<file path="src/hw/rtl/ctp_sqrt.sv">
module ctp_sqrt #(
   parameter int RAD_W  = 8,
   parameter int SIDE_W = 1
) (
   input  logic               clock,
   input  logic               reset,
   input  logic               in_valid,
   input  logic [RAD_W-1:0]   radicand,
   input  logic [SIDE_W-1:0]  in_side,
   output logic               out_valid,
   output logic [RAD_W/2-1:0] root,
   output logic [SIDE_W-1:0]  out_side
);

   localparam int RT_W  = RAD_W / 2;
   localparam int REM_W = RT_W + 3;

   logic [REM_W-1:0]  rem_ff  [RT_W];
   logic [RAD_W-1:0]  rad_ff  [RT_W];
   logic [RT_W-1:0]   root_ff [RT_W];
   logic [SIDE_W-1:0] side_ff [RT_W];
   logic [RT_W-1:0]   valid_ff;

   logic [REM_W-1:0]  rem_cur  [RT_W];
   logic [RAD_W-1:0]  rad_cur  [RT_W];
   logic [RT_W-1:0]   root_cur [RT_W];
   logic [SIDE_W-1:0] side_cur [RT_W];
   logic [RT_W-1:0]   valid_cur;

   logic [REM_W-1:0]  rem_in  [RT_W];
   logic [RAD_W-1:0]  rad_in  [RT_W];
   logic [RT_W-1:0]   root_in [RT_W];

   // one root bit per stage, two radicand bits brought down each time
   always_comb begin
      logic [REM_W-1:0] rem_t;
      logic [REM_W-1:0] trial;
      rem_cur[0]   = '0;
      rad_cur[0]   = radicand;
      root_cur[0]  = '0;
      side_cur[0]  = in_side;
      valid_cur[0] = in_valid;
      for (int s = 1; s < RT_W; s++) begin
         rem_cur[s]   = rem_ff[s-1];
         rad_cur[s]   = rad_ff[s-1];
         root_cur[s]  = root_ff[s-1];
         side_cur[s]  = side_ff[s-1];
         valid_cur[s] = valid_ff[s-1];
      end
      for (int s = 0; s < RT_W; s++) begin
         rem_t     = {rem_cur[s][REM_W-3:0], rad_cur[s][RAD_W-1 -: 2]};
         trial     = {1'b0, root_cur[s], 2'b01};
         rad_in[s] = rad_cur[s] << 2;
         if (rem_t >= trial) begin
            rem_in[s]  = rem_t - trial;
            root_in[s] = {root_cur[s][RT_W-2:0], 1'b1};
         end else begin
            rem_in[s]  = rem_t;
            root_in[s] = {root_cur[s][RT_W-2:0], 1'b0};
         end
      end
   end

   always_ff @(posedge clock) begin
      for (int s = 0; s < RT_W; s++) begin
         rem_ff[s]  <= rem_in[s];
         rad_ff[s]  <= rad_in[s];
         root_ff[s] <= root_in[s];
         side_ff[s] <= side_cur[s];
      end
   end

   always_ff @(posedge clock) begin
      if (reset) begin
         valid_ff <= '0;
      end else begin
         valid_ff <= valid_cur;
      end
   end

   assign out_valid = valid_ff[RT_W-1];
   assign root      = root_ff[RT_W-1];
   assign out_side  = side_ff[RT_W-1];

endmodule

</file>
<file path="config.mk">
export PLATFORM = sky130hd
export DESIGN_NAME = ctp_sqrt
export DESIGN_NICKNAME = d
export VERILOG_FILES = /design/src/hw/rtl/ctp_sqrt.sv
export SDC_FILE = /design/constraint.sdc
export NUM_CORES = 1
export LEC_CHECK = 0
export BUFFER_PORTS_ARGS = -buffer_cell sky130_fd_sc_hd__buf_2
export CAP_MARGIN = 20
export CORE_ASPECT_RATIO = 0.75
export CORE_UTILIZATION = 40
export CTS_BUF_LIST = sky130_fd_sc_hd__clkbuf_8
export DETAILED_ROUTE_END_ITERATION = 6
export GPL_ROUTABILITY_DRIVEN = 1
export GPL_TIMING_DRIVEN = 0
export PLACE_DENSITY_LB_ADDON = 0.08
export REMOVE_ABC_BUFFERS = 1
export SYNTH_ARGS = -nofsm -noshare
export SYNTH_HDL_FRONTEND = slang
export SYNTH_SLANG_ARGS = --single-unit
</file>
<file path="constraint.sdc">
create_clock -name clock -period 1.6 [get_ports clock]
set_input_delay 0.16 -clock clock [delete_from_list [all_inputs] [get_ports clock]]
set_output_delay 0.16 -clock clock [all_outputs]
set_load 0.01 [all_outputs]
</file>
==> parameters.txt <==
Parameter                              Value

Outcome
  Result of the run    finished, violations left
  Failing checks    setup timing

Detailed routing
  Initial DRC Count    34
  First drt pass iteration count    4
  Final ANT Viol Nets    0
  Vias    793
  Routed len/inst    9.89 µm
  Remaining DRCs    0
  Vias per cell    4.31
  Routed Wire Length    1820 µm

Power and ir drop
  Peak ir drop on the vdd network    0.737 mV
  Lkg Pwr    0.000789 µW
  Cell Pwr Density    1280 mW/mm²
  Design Power    2180 µW

Floorplan
  Cell Rows    17
  Initial Utilization    44.2%
  Die extent in x    69.4 µm
  Vertical extent of the die    52.6 µm
  Placeable Area    0.00308 mm²
  Area enclosed by the die boundary    0.00365 mm²
  Top Ports    18

Clock tree
  Clock input transition at the sequential cells of the worst setup and hold paths    70 ps
  Number of levels the H-tree was split into    2
  Total clock buffers created by CTS    5
  Sink Count    43
  CTS tree    built
  Maximum buffer depth of the clock tree    2
  Clock latency of the later-clocked register in the worst-skew pair    280 ps
  Clk Tree Root Cell    sky130_fd_sc_hd__clkbuf_8

GRT
  GRT Residual Overflow    0
  All-Layer GR Usage    11.7%
  GR met3 Demand/Resource    5.58%
  Met1 Use GR    13.6%
  Global-route wire length before repair    3080 µm
  Number of antenna violations at the first check in global routing    0
  Global-route track usage on met2    17.6%
  Maximum number of pins on one net before global-route repair    14
  Most Crowded Layer GR    met2
  Via count of the first global-routing pass    727

Setup path
  Worst reg2reg path startpoint    root_ff[1][1]
  Critical Path Start    root_ff[1][1]
  Data required time at the worst endpoint    1770 ps
  Worst-path cell with the longest stage delay    sky130_fd_sc_hd__or4_4
  Count of buffering cells on the critical path with inverters included    1
  Cell Chain, Critical Path    inv_2, ha_4, or4_4, a31oi_4, nand2_4, mux2_4
  Setup crit start kind    flop
  Classification of the worst setup path    flop to flop
  Data arrival, critical path    1850 ps
  Maximum fanout along the worst path    3
  Crit end category    flop
  Delay contributed by the slowest stage of the critical path    420 ps
  Cell family contributing the most delay on the critical path    simple AND/OR/NAND/NOR gates

Yosys
  Number of instances in the synthesized netlist    112
  Total of flip-flops plus latches after synthesis    43
  Per-instance average area after synthesis    12.2 µm²
  YS warnings    0
  Post-Syn Area    0.00136 mm²
  Distinct cells, synth    26
  Register area share after synthesis    63.1%

STA
  Minimum clock period    1680 ps
  Worst path setup slack after routing    -81.3 ps
  Setup Total Neg Slack    -187 ps
  Maximum clock frequency    595 MHz
  Unrepaired setup endpoints after global routing    true
  Number of hold violations in the final report    0
  Final Slew Violations    0
  Final Setup Violations    4
  Share of the clock period used by the worst path    105%
  Hold slack    46.9 ps
  Clk_skew    3.56 ps

Job
  Number of maximum-capacitance violations    0

Place
  Number of buffer cells added on primary ports    17
  Cell area after placement    0.00150 mm²
  Detail Placement HPWL    1260 µm
  Global placement routability congestion    0.802

Layout
  Final design area excluding fillers    0.00170 mm²
  Ant diodes    0
  Number of nets in the finished design    167
  Area occupied by multi-input gates    498 µm²
  Share of layout cells above drive strength 1    26.0%
  Layout overhead on the synthesized area    25.0%
  Fillers    278
  Sequential Area    862 µm²

Hold path
  Path category of the worst min-delay check    input port to flop
  Start point of the worst hold path    radicand[6]
-- synthesized netlist by cell type, drive strengths merged --
cell type,instances,area share [%]
dfxtp,43,63
inv,11,3.0
ha,10,9.2
nor2b,7,3.2
nand2,6,2.2
o21ai,4,1.7
a21oi,3,1.1
nor3,3,1.1
o21a,3,1.7
o31ai,3,1.7
xnor2,3,1.9
mux2i,2,1.5
nor2,2,0.55
xor2,2,1.3
a21o,1,0.55
a221oi,1,0.64
a31oi,1,1.6
and2,1,0.46
conb,1,0.27
mux2,1,1.1
nand2b,1,0.46
or2,1,0.46
or3,1,0.46
or4,1,0.83
-- timing repair --
action / CTS / global route
resized for setup: 6 / 2
hold buffers: 7 / 0
pin swaps: 2 / 1
setup endpoints to repair: 5 / 7
buffers inserted: 2 / 0
hold endpoints to repair: 7 / 0
-- power by group --
part	total, µW	switching (µW)	internal [µW]
logic	323	144	178
clock network	625	327	298
registers	1230	47.3	1190
-- final cells by class --
| class | instances | area share, % |
|---|---|---|
| tap | 38 | 2.79 |
| inverter | 11 | 2.42 |
| multi-input combinational | 58 | 29.2 |
| sequential | 43 | 50.6 |
| timing repair buffer | 26 | 9.99 |
| clock buffer | 5 | 4.04 |
| clock inverter | 3 | 0.954 |
-- flip-flops by register name (all words and copies together) (netlist names) --
register and cells:
rad_ff 12, rem_ff 13, root_ff 10, side_ff 4, valid_ff 4
-- layer usage --
layer / routed length, µm / vias up
li1: - / 429
met1: 867 / 345
met2: 839 / 17
met3: 105 / 2
met4: 7 / 0
met5: 0 / -
-- stage by stage --
step	worst slack [ps]	utilization (%)	instances
finish	-81.3	55.3	184
global route	-126	55.3	184
detailed placement	-258	48.5	167
CTS	-73.6	54.8	184
global placement	-251	48.5	167
floorplan	-151	-	112
-- path summary, 6_finish.rpt --
path	cells past startpoint	slack (ps)	endpoint
setup / recovery	6	-80	rem_ff[2][2]
hold / removal	2	50	rem_ff[0][0]
setup reg to reg	6	-80	rem_ff[2][2]
hold reg to reg	0	330	rad_ff[1][4]
-- logic make-up after synthesis --
kind of cell / count (synthesis) / share of synthesized area [%]
AND/OR/NAND/NOR: 23 / 9.73
adder cells (fa/ha/maj): 10 / 9.17
AO/OA/AOI/OAI: 16 / 8.90
XOR/XNOR: 5 / 3.21
buffers and inverters: 11 / 3.03
multiplexers: 3 / 2.57
flip-flops: 43 / 63.1
other: 1 / 0.275
-- cell usage in the layout, fill, tap and decap left out, types with 5 or more instances in the layout --
master	instances
sky130_fd_sc_hd__dfxtp_1	42
sky130_fd_sc_hd__nor2b_1	7
sky130_fd_sc_hd__dlygate4sd3_1	7
sky130_fd_sc_hd__clkbuf_8	5
sky130_fd_sc_hd__buf_2	17
sky130_fd_sc_hd__ha_1	8
sky130_fd_sc_hd__inv_1	11
sky130_fd_sc_hd__nand2_1	5
Note: power is estimated with default switching activity, not from simulation.
