File: src/hw/rtl/ctp_div.sv
module ctp_div #(
   parameter int NUM_W  = 8,
   parameter int DEN_W  = 8,
   parameter int QUO_W  = 8,
   parameter int SIDE_W = 1
) (
   input  logic              clock,
   input  logic              reset,
   input  logic              in_valid,
   input  logic [NUM_W-1:0]  num,
   input  logic [DEN_W-1:0]  den,
   input  logic [SIDE_W-1:0] in_side,
   output logic              out_valid,
   output logic [QUO_W-1:0]  quo,
   output logic [SIDE_W-1:0] out_side
);

   localparam int CMP_W = (NUM_W > DEN_W + QUO_W) ? NUM_W : DEN_W + QUO_W;

   logic [CMP_W-1:0]  rem_ff  [QUO_W];
   logic [DEN_W-1:0]  den_ff  [QUO_W];
   logic [QUO_W-1:0]  quo_ff  [QUO_W];
   logic [SIDE_W-1:0] side_ff [QUO_W];
   logic [QUO_W-1:0]  valid_ff;

   logic [CMP_W-1:0]  rem_cur  [QUO_W];
   logic [DEN_W-1:0]  den_cur  [QUO_W];
   logic [QUO_W-1:0]  quo_cur  [QUO_W];
   logic [SIDE_W-1:0] side_cur [QUO_W];
   logic [QUO_W-1:0]  valid_cur;

   logic [CMP_W-1:0]  rem_in [QUO_W];
   logic [QUO_W-1:0]  quo_in [QUO_W];

   // one quotient bit per stage, most significant first
   always_comb begin
      logic [CMP_W-1:0] trial;
      rem_cur[0]   = CMP_W'(num);
      den_cur[0]   = den;
      quo_cur[0]   = '0;
      side_cur[0]  = in_side;
      valid_cur[0] = in_valid;
      for (int s = 1; s < QUO_W; s++) begin
         rem_cur[s]   = rem_ff[s-1];
         den_cur[s]   = den_ff[s-1];
         quo_cur[s]   = quo_ff[s-1];
         side_cur[s]  = side_ff[s-1];
         valid_cur[s] = valid_ff[s-1];
      end
      for (int s = 0; s < QUO_W; s++) begin
         trial     = CMP_W'(den_cur[s]) << (QUO_W - 1 - s);
         rem_in[s] = rem_cur[s];
         quo_in[s] = quo_cur[s];
         if (rem_cur[s] >= trial) begin
            rem_in[s] = rem_cur[s] - trial;
            quo_in[s][QUO_W-1-s] = 1'b1;
         end
      end
   end

   always_ff @(posedge clock) begin
      for (int s = 0; s < QUO_W; s++) begin
         rem_ff[s]  <= rem_in[s];
         den_ff[s]  <= den_cur[s];
         quo_ff[s]  <= quo_in[s];
         side_ff[s] <= side_cur[s];
      end
   end

   always_ff @(posedge clock) begin
      if (reset) begin
         valid_ff <= '0;
      end else begin
         valid_ff <= valid_cur;
      end
   end

   assign out_valid = valid_ff[QUO_W-1];
   assign quo       = quo_ff[QUO_W-1];
   assign out_side  = side_ff[QUO_W-1];

endmodule

File: config.mk
export PLATFORM = sky130hd
export DESIGN_NAME = ctp_div
export DESIGN_NICKNAME = d
export VERILOG_FILES = /design/src/hw/rtl/ctp_div.sv
export SDC_FILE = /design/constraint.sdc
export NUM_CORES = 1
export LEC_CHECK = 0
export BUFFER_PORTS_ARGS = -buffer_cell sky130_fd_sc_hd__buf_2
export CORE_ASPECT_RATIO = 2
export CORE_MARGIN = 4
export CORE_UTILIZATION = 40
export CTS_BUF_LIST = sky130_fd_sc_hd__clkbuf_8
export DETAILED_ROUTE_END_ITERATION = 7
export GPL_TIMING_DRIVEN = 0
export PLACE_DENSITY = 0.54
export SETUP_SLACK_MARGIN = 0.15
export SLEW_MARGIN = 40
export SYNTH_ARGS = -nofsm -noshare
export SYNTH_HDL_FRONTEND = slang
export SYNTH_SLANG_ARGS = --single-unit
File: constraint.sdc
create_clock -name clock -period 3 [get_ports clock]
set_clock_uncertainty 0.05 [all_clocks]
set_input_delay 0.15 -clock clock [delete_from_list [all_inputs] [get_ports clock]]
set_output_delay 0.15 -clock clock [all_outputs]
set_load 0.01 [all_outputs]
==> flow_summary.yaml <==
outcome:
  status: "finished clean"
final_layout:
  multi_input_area_um2: 3580
  fin_nets: 957
  final_util: 0.476
  drive_above_1_share: 0.137
  diodes: 0
  fillerInstances: 1855
  seqCellArea_um2: 4400
  area_delta_synth_final_pct: 17.2
hold_path:
  hold_path.class: "primary input to flip-flop"
  whs_path_depth: 2
setup_path:
  ff2ff_path_depth: 7
  reg2reg_from: "den_ff[2][5]$_DFF_P_"
  crit_path_frequent_cell: "o21ai_0"
  cpPeakStageDelay_ps: 490
  cp_slowest_cell: "nor3b_4"
  crit_type: "flip-flop to flip-flop"
  crit_path_end: "rem_ff[3][4]$_DFF_P_"
  crit_path_start: "den_ff[2][5]$_DFF_P_"
  rrSetupSlack_ps: 320
  critPathLaunchType: "flip-flop"
  critPathMaxFanout: 10
  required_ps: 3380
  critPathArrivalTime_ps: 3060
  cp_cell_sequence: "inv_1 -> ha_1 -> a21oi_1 -> o21ai_0 -> nor3b_4 -> clkbuf_1 -> o21ai_0"
  rr_endpoint: "rem_ff[3][4]$_DFF_P_"
  critPathCaptureType: "flip-flop"
logic_synthesis:
  netlist.area_leader.share: 0.533
  async_flop_share: 0
  synth_seq_cells: 220
  synth_edf_count: 0
  yosysTopAreaCell: "dfxtp_1"
  synth_area_um2: 8270
  yosysWarnings: 0
  synthTopCellsByArea: "dfxtp_1 (53%), ha_1 (8.8%), inv_1 (3.5%)"
  synthTopCellsByCount: "dfxtp_1 (220), inv_1 (76), ha_1 (58)"
  syn_nets: 875
  synth_cell_types: 62
  synthFlopType: "dfxtp_1"
  synth_area_per_cell_um2: 10.4
  seq_area_frac_synth: 0.533
  synth.most_common_cell: "dfxtp_1"
  synth_cells: 791
sta:
  maxSlewHeadroom: 0.442
  min_period_ps: 2680
  rsz0062_at_grt: "yes"
  slew_violations: 0
  fmax_mhz: 373
  setup_viol_count_final: 0
  finalWorstSetupSlack_ps: 316
  worst_pin_slew_ps: 829
  hold_viol: 0
  finalCritPeriodShare: 0.895
detailed_routing:
  ant_nets: 0
  num_vias: 5828
  post_drt_wl_per_cell_um: 14.6
  vias_per_cell: 5.02
  dr.pass1.iters: 4
  first_iter_violations: 112
  drt-total-wl_mm: 16.9
  drc: 0
flow_run:
  cap_violations: 0
floorplan:
  std_cell_rows: 74
  coreArea_um2: 20400
  start_util: 0.406
  io_pins: 30
  die_h_um: 211
  die_x_um: 110
  dieArea_um2: 23200
cts:
  clkLatencyLatePin_ps: 560
  cts_buffer_depth: 3
  htree_levels: 1
  path_clk_slew_ps: 70
  cts_num_sinks: 220
  tritoncts.num_buffers: 30
  cts_root_buffer: "clkbuf_8"
  cts_tree: "done"
  cts_setup_buffers: 0
power:
  powerDensity_nw_per_um2: 842
  peakVddDrop_mv: 0.588
  leakage_nw: 4.31
  total_power_mw: 8.16
grt:
  grt.total_usage: 0.151
  gr-total-overflow: 0
  first_global_vias: 6352
  grt_pass1_wl_mm: 27.4
  antenna_found_initial: 0
  grt_max_degree: 17
placed_design:
  place_congestion: 0.902
  numPortBuffers: 29
  place_ws_ps: -110
  hpwl_mm: 13.0
report_power, final:
| group | leakage [nW] | internal [mW] | switching [mW] |
|---|---|---|---|
| Sequential | 1.83 | 3.41 | 0.262 |
| Combinational | 2.10 | 0.937 | 1.09 |
| Clock | 0.376 | 1.39 | 1.06 |
| Total | 4.31 | 5.74 | 2.41 |
placed cells by master (no fill, tap or decap), drive strengths merged, types with 7 or more instances in the layout:
| cell type | n |
|---|---|
| a21oi | 38 |
| inv | 82 |
| buf | 33 |
| nor2b | 16 |
| dlygate4sd3 | 20 |
| o31ai | 9 |
| clkbuf | 45 |
| o21a | 23 |
| xnor2 | 22 |
| nand2b | 9 |
| nor2 | 48 |
| mux2 | 17 |
| nand2 | 40 |
| or3 | 7 |
| nand3 | 9 |
| or4 | 7 |
| a211oi | 8 |
| nor3 | 28 |
| dfxtp | 220 |
| ha | 58 |
| nor4 | 10 |
| xor2 | 15 |
| a21boi | 7 |
| o21ai | 36 |
state kept, by name, indices dropped and copies added (netlist names):
| name | count |
|---|---|
| rem_ff | 112 |
| den_ff | 56 |
| quo_ff | 36 |
| side_ff | 8 |
| valid_ff | 8 |
worst min-delay path by stage:
| stage | from | to |
|---|---|---|
| finish | den[4] | den_ff[0][4]$_DFF_P_ |
| global route | den[3] | den_ff[0][3]$_DFF_P_ |
| CTS | den[3] | den_ff[0][3]$_DFF_P_ |
| detailed placement | in_side | side_ff[0][0]$_DFF_P_ |
| global placement | in_side | side_ff[0][0]$_DFF_P_ |
| floorplan | den[0] | den_ff[0][0]$_DFF_P_ |
final cells by class:
class | count | area share
flip-flops and latches | 220 | 0.455
multi-input cells | 487 | 0.369
clock buffers | 41 | 0.0582
repair buffers | 49 | 0.0356
well taps | 266 | 0.0343
inverters | 77 | 0.0298
clock inverters | 13 | 0.0124
plain buffers | 8 | 0.00555
logic make-up after synthesis:
kind of cell | after synthesis | synth area share
buffers and inverters | 85 | 0.0410
XOR/XNOR | 37 | 0.0392
adder cells (fa/ha/maj) | 64 | 0.102
flip-flops | 220 | 0.533
AND/OR/NAND/NOR | 209 | 0.135
multiplexers | 20 | 0.0268
AO/OA/AOI/OAI | 156 | 0.123
layer usage:
metal	wire length, um	track usage	up-vias	part of all wire
met5	0	0	-	0
li1	-	-	2914	-
met3	544	0.0223	79	0.032
met2	9990	0.310	125	0.59
met4	1450	0.133	0	0.086
met1	4910	0.108	2710	0.29
metrics by stage:
step	cell area, um2	TNS [ps]	cells	hold WS, ps
5_1_grt	9690	0	1161	137
2_1_floorplan	8270	0	791	128
6_report	9690	0	1161	177
3_5_place_dp	8750	-449	1086	207
3_3_place_gp	8740	-795	1086	203
4_1_cts	9650	0	1160	119
what timing repair did:
item                                   CTS  global route
resized for setup                        4            11
setup endpoints to repair               20            25
cloned                                   0             1
hold buffers                            20             0
pin swaps                                0             0
endpoints found under the hold margin   33             0
worst max-delay path: cells and delay by family, from the launching register on:
kind            cells  cell delay (ps)
fa+ha+maj           1              340
flops               1              330
compound gates      3              830
simple gates        1              490
buf+inv             2              510
Note: power is estimated with default switching activity, not from simulation.
